[config.mk]
export PLATFORM = sky130hd
export DESIGN_NAME = round_robin_throttle_scheduler_flat
export DESIGN_NICKNAME = d
export VERILOG_FILES = /design/src/rrts_pkg.sv /design/src/rrts_if.sv /design/src/rrts_phase_file.sv /design/src/rrts_scan_ctrl.sv /design/src/round_robin_throttle_scheduler.sv /design/src/flat_wrapper.sv
export SDC_FILE = /design/constraint.sdc
export NUM_CORES = 1
export LEC_CHECK = 0
export BUFFER_PORTS_ARGS = -buffer_cell sky130_fd_sc_hd__clkbuf_2
export CORE_UTILIZATION = 44
export CTS_BUF_LIST = sky130_fd_sc_hd__clkbuf_8
export DETAILED_ROUTE_END_ITERATION = 8
export PLACE_DENSITY = 0.67
export SETUP_SLACK_MARGIN = 0.05
export SLEW_MARGIN = 15
export SYNTH_ARGS = -nofsm -noshare
export SYNTH_HDL_FRONTEND = slang
export SYNTH_SLANG_ARGS = --single-unit
[constraint.sdc]
create_clock -name clock -period 4.6 [get_ports clock]
set_input_delay 0.69 -clock clock [delete_from_list [all_inputs] [get_ports clock]]
set_output_delay 0.69 -clock clock [all_outputs]
set_load 0.03 [all_outputs]
[src/rrts_pkg.sv]
package rrts_pkg;

   localparam int DEF_SLOTS = 16;
   localparam int MASK_W = 16;
   localparam int MASK_IDX_W = 4;
   localparam int SLOT_OUT_W = 4;
   localparam int PHASE_W = 2;
   localparam int CUR_W = 4;
   // wide enough to compare slot numbers up to the largest slot count
   localparam int CMP_W = 7;

   localparam logic KIND_SELECT = 1'b0;
   localparam logic KIND_POLICY = 1'b1;

   typedef struct packed {
      logic inc;
      logic clr;
   } phase_cmd_type;

   typedef struct packed {
      logic [SLOT_OUT_W-1:0] selected_slot;
      logic                  found;
   } result_type;

endpackage

[src/rrts_if.sv]
interface rrts_req_if
   import rrts_pkg::*;
();
   logic              valid;
   logic              ready;
   logic              kind;
   logic [CUR_W-1:0]  current_slot;
   logic              current_valid;
   logic [MASK_W-1:0] ready_mask;
   logic [MASK_W-1:0] throttled_mask;

   modport source (output valid, kind, current_slot, current_valid, ready_mask,
                   throttled_mask, input ready);
   modport sink (input valid, kind, current_slot, current_valid, ready_mask,
                 throttled_mask, output ready);
endinterface

interface rrts_rsp_if
   import rrts_pkg::*;
();
   logic                  valid;
   logic                  ready;
   logic [SLOT_OUT_W-1:0] selected_slot;
   logic                  found;

   modport source (output valid, selected_slot, found, input ready);
   modport sink (input valid, selected_slot, found, output ready);
endinterface

[src/rrts_phase_file.sv]
module rrts_phase_file
   import rrts_pkg::*;
#(
   parameter int SLOTS = DEF_SLOTS
) (
   input  logic                       clock,
   input  logic                       reset,
   input  phase_cmd_type              cmd,
   input  logic [$clog2(SLOTS)-1:0]   idx,
   output logic                       wrap
);

   logic [PHASE_W-1:0] phase_ff [SLOTS];
   logic [PHASE_W-1:0] phase_rd;
   logic [PHASE_W-1:0] phase_inc;

   // shared increment unit, one slot per cycle
   assign phase_rd  = phase_ff[idx];
   assign phase_inc = phase_rd + 1'b1;
   assign wrap      = (phase_inc == '0);

   always_ff @(posedge clock) begin
      if (reset) begin
         for (int s = 0; s < SLOTS; s++) begin
            phase_ff[s] <= '0;
         end
      end else if (cmd.clr) begin
         phase_ff[idx] <= '0;
      end else if (cmd.inc) begin
         phase_ff[idx] <= phase_inc;
      end
   end

endmodule

[src/rrts_scan_ctrl.sv]
module rrts_scan_ctrl
   import rrts_pkg::*;
#(
   parameter int SLOTS = DEF_SLOTS
) (
   input  logic                     clock,
   input  logic                     reset,
   input  logic                     in_valid,
   output logic                     in_ready,
   input  logic                     kind,
   input  logic [CUR_W-1:0]         current_slot,
   input  logic                     current_valid,
   input  logic [MASK_W-1:0]        ready_mask,
   input  logic [MASK_W-1:0]        throttled_mask,
   input  logic                     phase_wrap,
   output phase_cmd_type            cmd,
   output logic [$clog2(SLOTS)-1:0] idx,
   input  logic                     out_free,
   output logic                     done,
   output result_type               result
);

   localparam int SW = $clog2(SLOTS);

   localparam logic [1:0] ST_IDLE   = 2'd0;
   localparam logic [1:0] ST_SCAN   = 2'd1;
   localparam logic [1:0] ST_POLICY = 2'd2;
   localparam logic [1:0] ST_DONE   = 2'd3;

   logic [1:0]        state_ff, state_in;
   logic [SW-1:0]     ptr_ff, ptr_in;
   logic [SW-1:0]     cnt_ff, cnt_in;
   logic [MASK_W-1:0] ready_ff, ready_in;
   logic [MASK_W-1:0] thr_ff, thr_in;
   logic              have_fb_ff, have_fb_in;
   logic [SW-1:0]     fb_ff, fb_in;
   logic              found_ff, found_in;
   logic [SW-1:0]     pick_ff, pick_in;

   logic [CMP_W-1:0]      cur_ext;
   logic [SW-1:0]         start;
   logic [MASK_IDX_W-1:0] bit_idx;
   logic                  in_range;
   logic                  rdy_bit;
   logic                  thr_bit;
   logic                  take;
   logic                  last;
   logic [SW-1:0]         ptr_next;

   always_comb begin
      cur_ext = CMP_W'(current_slot);
      start = '0;
      if (current_valid && (cur_ext < CMP_W'(SLOTS))) begin
         if (cur_ext + 1'b1 != CMP_W'(SLOTS)) begin
            start = SW'(cur_ext + 1'b1);
         end
      end
   end

   // slots past the mask width read as not ready and not throttled
   assign bit_idx  = MASK_IDX_W'(ptr_ff);
   assign in_range = (CMP_W'(ptr_ff) < CMP_W'(MASK_W));
   assign rdy_bit  = in_range && ready_ff[bit_idx];
   assign thr_bit  = in_range && thr_ff[bit_idx];
   assign take     = rdy_bit && (!thr_bit || phase_wrap);
   assign last     = (cnt_ff == SW'(SLOTS - 1));
   assign ptr_next = (ptr_ff == SW'(SLOTS - 1)) ? '0 : ptr_ff + 1'b1;

   assign in_ready = (state_ff == ST_IDLE);
   assign idx      = ptr_ff;
   assign cmd.inc  = (state_ff == ST_SCAN) && rdy_bit && thr_bit;
   assign cmd.clr  = (state_ff == ST_POLICY) && !thr_bit;
   assign done     = (state_ff == ST_DONE) && out_free;
   assign result.selected_slot = SLOT_OUT_W'(pick_ff);
   assign result.found         = found_ff;

   always_comb begin
      state_in   = state_ff;
      ptr_in     = ptr_ff;
      cnt_in     = cnt_ff;
      ready_in   = ready_ff;
      thr_in     = thr_ff;
      have_fb_in = have_fb_ff;
      fb_in      = fb_ff;
      found_in   = found_ff;
      pick_in    = pick_ff;
      unique case (state_ff)
         ST_IDLE: begin
            if (in_valid) begin
               ready_in   = ready_mask;
               thr_in     = throttled_mask;
               cnt_in     = '0;
               have_fb_in = 1'b0;
               fb_in      = '0;
               found_in   = 1'b0;
               pick_in    = '0;
               if (kind == KIND_POLICY) begin
                  ptr_in   = '0;
                  state_in = ST_POLICY;
               end else begin
                  ptr_in   = start;
                  state_in = ST_SCAN;
               end
            end
         end
         ST_SCAN: begin
            if (rdy_bit && thr_bit && !have_fb_ff) begin
               have_fb_in = 1'b1;
               fb_in      = ptr_ff;
            end
            if (take) begin
               found_in = 1'b1;
               pick_in  = ptr_ff;
               state_in = ST_DONE;
            end else if (last) begin
               // nothing taken: fall back to the first throttled ready slot
               found_in = have_fb_in;
               pick_in  = have_fb_in ? fb_in : '0;
               state_in = ST_DONE;
            end else begin
               ptr_in = ptr_next;
               cnt_in = cnt_ff + 1'b1;
            end
         end
         ST_POLICY: begin
            if (last) begin
               state_in = ST_DONE;
            end else begin
               ptr_in = ptr_next;
               cnt_in = cnt_ff + 1'b1;
            end
         end
         ST_DONE: begin
            if (out_free) begin
               state_in = ST_IDLE;
            end
         end
         default: state_in = ST_IDLE;
      endcase
   end

   always_ff @(posedge clock) begin
      if (reset) begin
         state_ff <= ST_IDLE;
      end else begin
         state_ff <= state_in;
      end
      ptr_ff     <= ptr_in;
      cnt_ff     <= cnt_in;
      ready_ff   <= ready_in;
      thr_ff     <= thr_in;
      have_fb_ff <= have_fb_in;
      fb_ff      <= fb_in;
      found_ff   <= found_in;
      pick_ff    <= pick_in;
   end

endmodule

[src/round_robin_throttle_scheduler.sv]
// Round-robin slot picker with thermal throttling.
// Channels: req_ch carries one item per scheduling decision (kind, current
// slot, ready and throttled masks); rsp_ch returns one item per request
// (selected_slot, found). Both use valid/ready; an item moves when both are high.
// A select item scans the slots one per cycle starting after the current
// slot (slot 0 if current_slot is not valid or out of range), through the
// single shared skip-phase increment unit. The scan stops at the first slot
// taken or after all SLOTS slots. A policy item walks all SLOTS phases,
// one per cycle, clearing the phase of each slot that is not throttled.
// One item is in work at a time; req_ch.ready is high only while the
// sequencer is idle.
// The result sits in an output register, so a new item is accepted while the
// previous result still waits. If the receiver stalls, the finished item
// holds in the sequencer until the output register frees up.
// Reset (synchronous, active high) clears all skip phases to zero, empties
// the output register and returns the sequencer to idle.
module round_robin_throttle_scheduler
   import rrts_pkg::*;
#(
   parameter int SLOTS = DEF_SLOTS
) (
   input logic      clock,
   input logic      reset,
   rrts_req_if.sink   req_ch,
   rrts_rsp_if.source rsp_ch
);

   localparam int SW = $clog2(SLOTS);

   phase_cmd_type         cmd;
   logic [SW-1:0]         idx;
   logic                  phase_wrap;
   logic                  out_free;
   logic                  done;
   result_type            result;
   logic                  rsp_valid_ff, rsp_valid_in;
   result_type            rsp_data_ff, rsp_data_in;

   rrts_scan_ctrl #(
      .SLOTS(SLOTS)
   ) u_ctrl (
      .clock         (clock),
      .reset         (reset),
      .in_valid      (req_ch.valid),
      .in_ready      (req_ch.ready),
      .kind          (req_ch.kind),
      .current_slot  (req_ch.current_slot),
      .current_valid (req_ch.current_valid),
      .ready_mask    (req_ch.ready_mask),
      .throttled_mask(req_ch.throttled_mask),
      .phase_wrap    (phase_wrap),
      .cmd           (cmd),
      .idx           (idx),
      .out_free      (out_free),
      .done          (done),
      .result        (result)
   );

   rrts_phase_file #(
      .SLOTS(SLOTS)
   ) u_phase (
      .clock(clock),
      .reset(reset),
      .cmd  (cmd),
      .idx  (idx),
      .wrap (phase_wrap)
   );

   assign out_free = !rsp_valid_ff || rsp_ch.ready;

   always_comb begin
      rsp_valid_in = rsp_valid_ff;
      rsp_data_in  = rsp_data_ff;
      if (done) begin
         rsp_valid_in = 1'b1;
         rsp_data_in  = result;
      end else if (rsp_ch.ready) begin
         rsp_valid_in = 1'b0;
      end
   end

   always_ff @(posedge clock) begin
      if (reset) begin
         rsp_valid_ff <= 1'b0;
      end else begin
         rsp_valid_ff <= rsp_valid_in;
      end
      rsp_data_ff <= rsp_data_in;
   end

   assign rsp_ch.valid         = rsp_valid_ff;
   assign rsp_ch.selected_slot = rsp_data_ff.selected_slot;
   assign rsp_ch.found         = rsp_data_ff.found;

endmodule
[src/flat_wrapper.sv]
// flat-port wrapper written by rule: the top's interface ports become plain ports
module round_robin_throttle_scheduler_flat import rrts_pkg::*;
#(
   parameter int SLOTS = DEF_SLOTS
)
  (clock, reset, req_ch_valid, req_ch_kind, req_ch_current_slot, req_ch_current_valid, req_ch_ready_mask, req_ch_throttled_mask, req_ch_ready, rsp_ch_valid, rsp_ch_selected_slot, rsp_ch_found, rsp_ch_ready);
  rrts_req_if req_ch_i ();
  rrts_rsp_if rsp_ch_i ();
  input logic clock;
  input logic reset;
  input wire logic [$bits(req_ch_i.valid)-1:0] req_ch_valid;
  input wire logic [$bits(req_ch_i.kind)-1:0] req_ch_kind;
  input wire logic [$bits(req_ch_i.current_slot)-1:0] req_ch_current_slot;
  input wire logic [$bits(req_ch_i.current_valid)-1:0] req_ch_current_valid;
  input wire logic [$bits(req_ch_i.ready_mask)-1:0] req_ch_ready_mask;
  input wire logic [$bits(req_ch_i.throttled_mask)-1:0] req_ch_throttled_mask;
  output wire logic [$bits(req_ch_i.ready)-1:0] req_ch_ready;
  output wire logic [$bits(rsp_ch_i.valid)-1:0] rsp_ch_valid;
  output wire logic [$bits(rsp_ch_i.selected_slot)-1:0] rsp_ch_selected_slot;
  output wire logic [$bits(rsp_ch_i.found)-1:0] rsp_ch_found;
  input wire logic [$bits(rsp_ch_i.ready)-1:0] rsp_ch_ready;
  assign req_ch_i.valid = req_ch_valid;
  assign req_ch_i.kind = req_ch_kind;
  assign req_ch_i.current_slot = req_ch_current_slot;
  assign req_ch_i.current_valid = req_ch_current_valid;
  assign req_ch_i.ready_mask = req_ch_ready_mask;
  assign req_ch_i.throttled_mask = req_ch_throttled_mask;
  assign req_ch_ready = req_ch_i.ready;
  assign rsp_ch_valid = rsp_ch_i.valid;
  assign rsp_ch_selected_slot = rsp_ch_i.selected_slot;
  assign rsp_ch_found = rsp_ch_i.found;
  assign rsp_ch_i.ready = rsp_ch_ready;
  round_robin_throttle_scheduler #(.SLOTS(SLOTS)) u_core (.clock(clock), .reset(reset), .req_ch(req_ch_i), .rsp_ch(rsp_ch_i));
endmodule
# Word level (Yosys, flattened, before mapping)
# Memory sizes are Yosys's and may differ from the RTL's. A register that Yosys moved wholly into a read port is not among the register bits.
# Index checks and enable logic that the tools add are counted.
[word_totals]
regBits = 58
ramBits = 32
input_bits = 42
output_inout_bits = 7
mem_count = 1
[classes]
addsub = 4
magnitude_cmp = 1
n_eq_ne = 10
n_mux = 51
n_bitwise = 1
n_reduce_logical = 23
[mem_list]
columns = ["name", "words", "word_bits", "rd", "rd_ports_with_merged_regs", "wr", "line", "text"]
rows = [
  ["u_core.u_phase.phase_ff", 16, 2, 1, 1, 16, "rrts_phase_file.sv:13", "logic [PHASE_W-1:0] phase_ff [SLOTS];"],
]
[op_table]
columns = ["op", "n"]
rows = [
  ["4-bit 2-to-1 mux", 16],
  ["4-bit case mux with 3 select lines", 2],
  ["1-bit 2-to-1 mux", 19],
  ["4-bit case mux with 2 select lines", 2],
  ["2-bit 2-to-1 mux", 7],
  ["4-bit by 1-bit adder with 4-bit output, second input constant", 2],
  ["1-bit binary-select mux with 4-bit select", 2],
  ["4-bit == test, second input constant", 2],
  ["2-bit case mux with 4 select lines", 1],
  ["1-bit logical AND", 7],
  ["7-bit by 5-bit != test with 1-bit output, second input constant", 1],
  ["2-bit != test, second input constant", 3],
  ["2-bit AND reduction", 3],
  ["3-bit AND reduction", 2],
  ["4-bit by 1-bit adder with 5-bit output, second input constant", 1],
  ["4-bit by 5-bit less-than comparator with 1-bit output, second input constant", 1],
  ["2-bit == test, second input constant", 2],
  ["2-bit zero test", 2],
  ["1-bit case mux with 2 select lines", 2],
  ["2-bit nonzero test", 2],
  ["1-bit zero test", 3],
  ["3-bit != test, second input constant", 1],
  ["3-bit nonzero test", 1],
  ["2-bit by 1-bit adder with 2-bit output, second input constant", 1],
  ["other kinds (4)", 5],
]

# Logic depth before layout (Yosys ltp)
[depth]
ltp_word = 11
depth_mapped = 11

# Hierarchy
# From an unflattened synthesis, not the netlist that was laid out.
[hier_totals]
hier_cells = 307
area_unflattened_um2 = 4408.0
[modules_own_cells]
columns = ["module", "n_inst", "cells_each", "area_each_um2", "seq_area_each_um2"]
rows = [
  ["rrts_scan_ctrl", 1, 170, 2547.4, 1541.5],
  ["rrts_phase_file", 1, 128, 1664.1, 960.9],
  ["round_robin_throttle_scheduler", 1, 9, 196.4, 170.2],
]

# Worst setup path before layout
# Ideal clock, no wire load.
[synth_timing]
path_type = "reg2reg"
startpoint = "register (tool-made name)"
endpoint = "register (tool-made name)"
t_arrival_ps = 3109
slack_ps = 1370
stages_incl_launch_ff = 10
path_cell_list = "dfxtp_1 > buf_2 > mux4_2 > mux4_2 > ha_1 > nand2b_1 > o2bb2a_4 > buf_4 > a311oi_4 > mux2_4"

==> qor.yml <==
clkSlewWorstSetupHoldPaths_ns: 0.11
overflow: 0
root_buffer: "clkbuf_8"
drv_cap: 0
avgSynthCellArea_sq_um: 13.63
fmax_mhz: 284.4
cts_buffer_depth: 2
end_kind: "flop"
synth.distinct_cells: 47
start_util_pct: 45.36
wl_per_cell_um: 18.15
worstHoldStart: "u_core.u_ctrl.pick_ff[1]"
ys_warn_count: 0
rsz0062_at_grt: "no"
drive_gt1_share_pct: 26.40
drtAntennaViolNets: 0
place_hpwl_um: 7104
setup_viol: 0
synth-main-ff-cell: "edfxtp_1"
die_w_um: 104.9
synth_area_leaders: "edfxtp_1 (56%), mux4_2 (10%), nor2_1 (3.5%)"
grt_start_max_net_pins: 33
place.gp.congestion: 0.8569
slew_viol_final: 0
cts_buffers: 9
pwr-share-seq_pct: 41.4
cp_slowest_cell: "a311oi_4"
num_antenna_cells: 0
dp.cells: 514
netlist_area_sq_um: 4662
core.rowCount: 37
layout.nets: 443
worstPathRequired_ns: 4.86
postCtsHoldBufs: 0
synth_top_area_share_pct: 56.04
pre_cts_ws_ns: 1.098
first_global_vias: 2992
syn_to_final_growth_pct: 11.78
cts_htree_levels: 3
critPathKind: "flop to flop"
synth.yosys.seq_area_share_pct: 59.04
fillerInstances: 907
clk-insertion-delay-late_ns: 0.37
core_sq_um: 10280
io_buffers: 48
internal_power_uw: 2007
min_period_over_period_pct: 76.43
cts_tree: "yes"
yosysTopAreaCell: "edfxtp_1"
die-height_um: 104.9
ir_worst_vdd_mv: 0.3503
syn_nets: 396
grt_util_all_layers_pct: 18.74
combPwrFrac_pct: 42.9
worst_pin_slew_ns: 0.7531
relSlewSlack_pct: 49.64
antenna_found_initial: 0
pwr-share-clk_pct: 15.8
vias: 2965
grt_pass1_wl_um: 15370
worst_path_most_repeated_cell: "mux4_2"
async_flop_share_pct: 0
die_area_sq_um: 11010
dr.pass1.iters: 5
cp-start-kind: "flop"
p_per_area_nw_per_um2: 639.6
max_stage_delay_ns: 0.67
io_pins: 49
hp-class: "flop to flop"
fin_crit_ns: 3.516
swShare_pct: 39.78
critPathMaxFanout: 12
setup_ws_ns: 1.084
drt_iter0_drc: 298
viasPerCell: 5.594
outcome: "complete, no violations"
p_switching_uw: 1326
cellLeakagePower_uw: 0.001892
hold_viol_final: 0
cp.arrival_ns: 3.77
cts_sinks: 94
fin_skew_ns: 0.02009
post_cts_resized: 0
drc: 0
synth-edff-count: 87
crit_chain: "mux4_2 > mux4_2 > ha_1 > nand2b_1 > o2bb2a_4 > a311oi_4 > mux2_4"
routed_wl_um: 9618
fin_setup_tns_ns: 0
syn_inst: 342
ys_ff_latch: 94
post_cts_buffers: 0
stdcell_count: 530
-- area by class of cell --
cell class                      count  area (sq um)  share of cell area [%]
Sequential cell                    94          2753                   52.82
Multi-Input combinational cell    223          1800                   34.55
Timing Repair Buffer               51         262.8                   5.042
Tap cell                          136         170.2                   3.265
Clock buffer                        9         123.9                   2.377
Clock inverter                      7         63.81                   1.224
Inverter                           10         37.54                  0.7203
-- worst paths after layout --
check,end,slack (ns),depth (start not counted)
hold / removal,u_core.rsp_ch.selected_slot[1],0.43,0
setup / recovery,flop,1.08,7
setup reg to reg,flop,1.08,7
hold reg to reg,u_core.rsp_ch.selected_slot[1],0.43,0
-- through the flow --
step / util, % / hold slack [ns] / total power [uW] / area (sq um)
after floorplan: - / 0.4003 / 2472 / 4662
after global placement: 48.88 / 0.4095 / 2792 / 5024
after detailed placement: 48.88 / 0.4056 / 2807 / 5024
after CTS: 50.71 / 0.4340 / 3336 / 5211
after global routing: 50.71 / 0.4353 / 3524 / 5211
final: 50.71 / 0.4334 / 3333 / 5211
-- worst max-delay path: cells and delay by family, from the launching register on --
family,cells,cell delay (ns)
mux,3,1.42
compound gates,2,0.95
fa+ha+maj,1,0.22
simple gates,1,0.16
flops,1,0.66
-- layer usage --
layer,GRT usage (%),vias up,wire length (um)
met4,7.948,0,166
met3,2.932,12,595
li1,-,1388,-
met1,25.13,1436,4224
met5,0,-,0
met2,30.42,129,4631
-- registers in the layout, indices dropped and copies added (netlist names), named ones only --
register                     flops
u_core.u_ctrl.ready_ff          16
u_core.u_ctrl.cnt_ff             4
u_core.rsp_ch.found              1
u_core.u_ctrl.found_ff           1
u_core.u_ctrl.idx                4
u_core.u_ctrl.thr_ff            16
u_core.u_phase.phase_ff         32
u_core.u_ctrl.have_fb_ff         1
u_core.u_ctrl.pick_ff            4
u_core.u_ctrl.fb_ff              4
u_core.rsp_ch.selected_slot      4
u_core.rsp_ch.valid              1
u_core.u_ctrl.state_ff           2
-- power by group through the flow --
stage | Combinational [uW] | Clock, uW | Sequential [uW]
2_1_floorplan | 1170 | 0 | 1300
3_3_place_gp | 1400 | 0 | 1390
3_5_place_dp | 1410 | 0 | 1400
4_1_cts | 1420 | 537 | 1380
5_1_grt | 1550 | 570 | 1410
6_report | 1430 | 526 | 1380
-- Yosys cell counts (2+ instances only) --
library cell	number
nor2b_1	6
mux4_2	21
and2_1	2
a21oi_1	8
mux2_2	4
o32ai_1	2
a21boi_1	2
xnor2_1	4
nand2b_1	2
mux2i_2	2
mux2i_1	10
nand4_1	4
buf_2	3
o22ai_1	5
o21ai_0	5
a211oi_1	2
inv_1	8
inv_2	2
o21a_1	2
o21bai_1	8
dfxtp_1	7
a21o_1	9
or3_1	4
clkbuf_1	9
nand2_1	37
edfxtp_1	87
nand3_1	10
mux2_4	4
nor2_1	43
ha_1	12
nor3_1	2
-- cells by family after synthesis --
group / synth area share (%)
adders and majority gates: 3.221
DFF: 59.04
xor gates and xnor gates: 0.7514
buffers and inverters: 2.335
and+or+nand+nor: 10.44
muxes: 15.62
AOI/OAI and AO/OA: 8.588
-- layout by cell type, fill, tap and decap left out, drive strengths merged, types with 7 or more instances in the layout --
cell / Yosys / routed
a21o: 9 / 9
a21oi: 8 / 8
clkbuf: 9 / 57
dfxtp: 7 / 7
edfxtp: 87 / 87
ha: 12 / 12
inv: 10 / 14
mux2: 8 / 8
mux2i: 13 / 13
mux4: 21 / 21
nand2: 37 / 37
nand3: 10 / 10
nor2: 43 / 43
o21bai: 8 / 8
No activity file was read; power rests on OpenSTA's default activity.
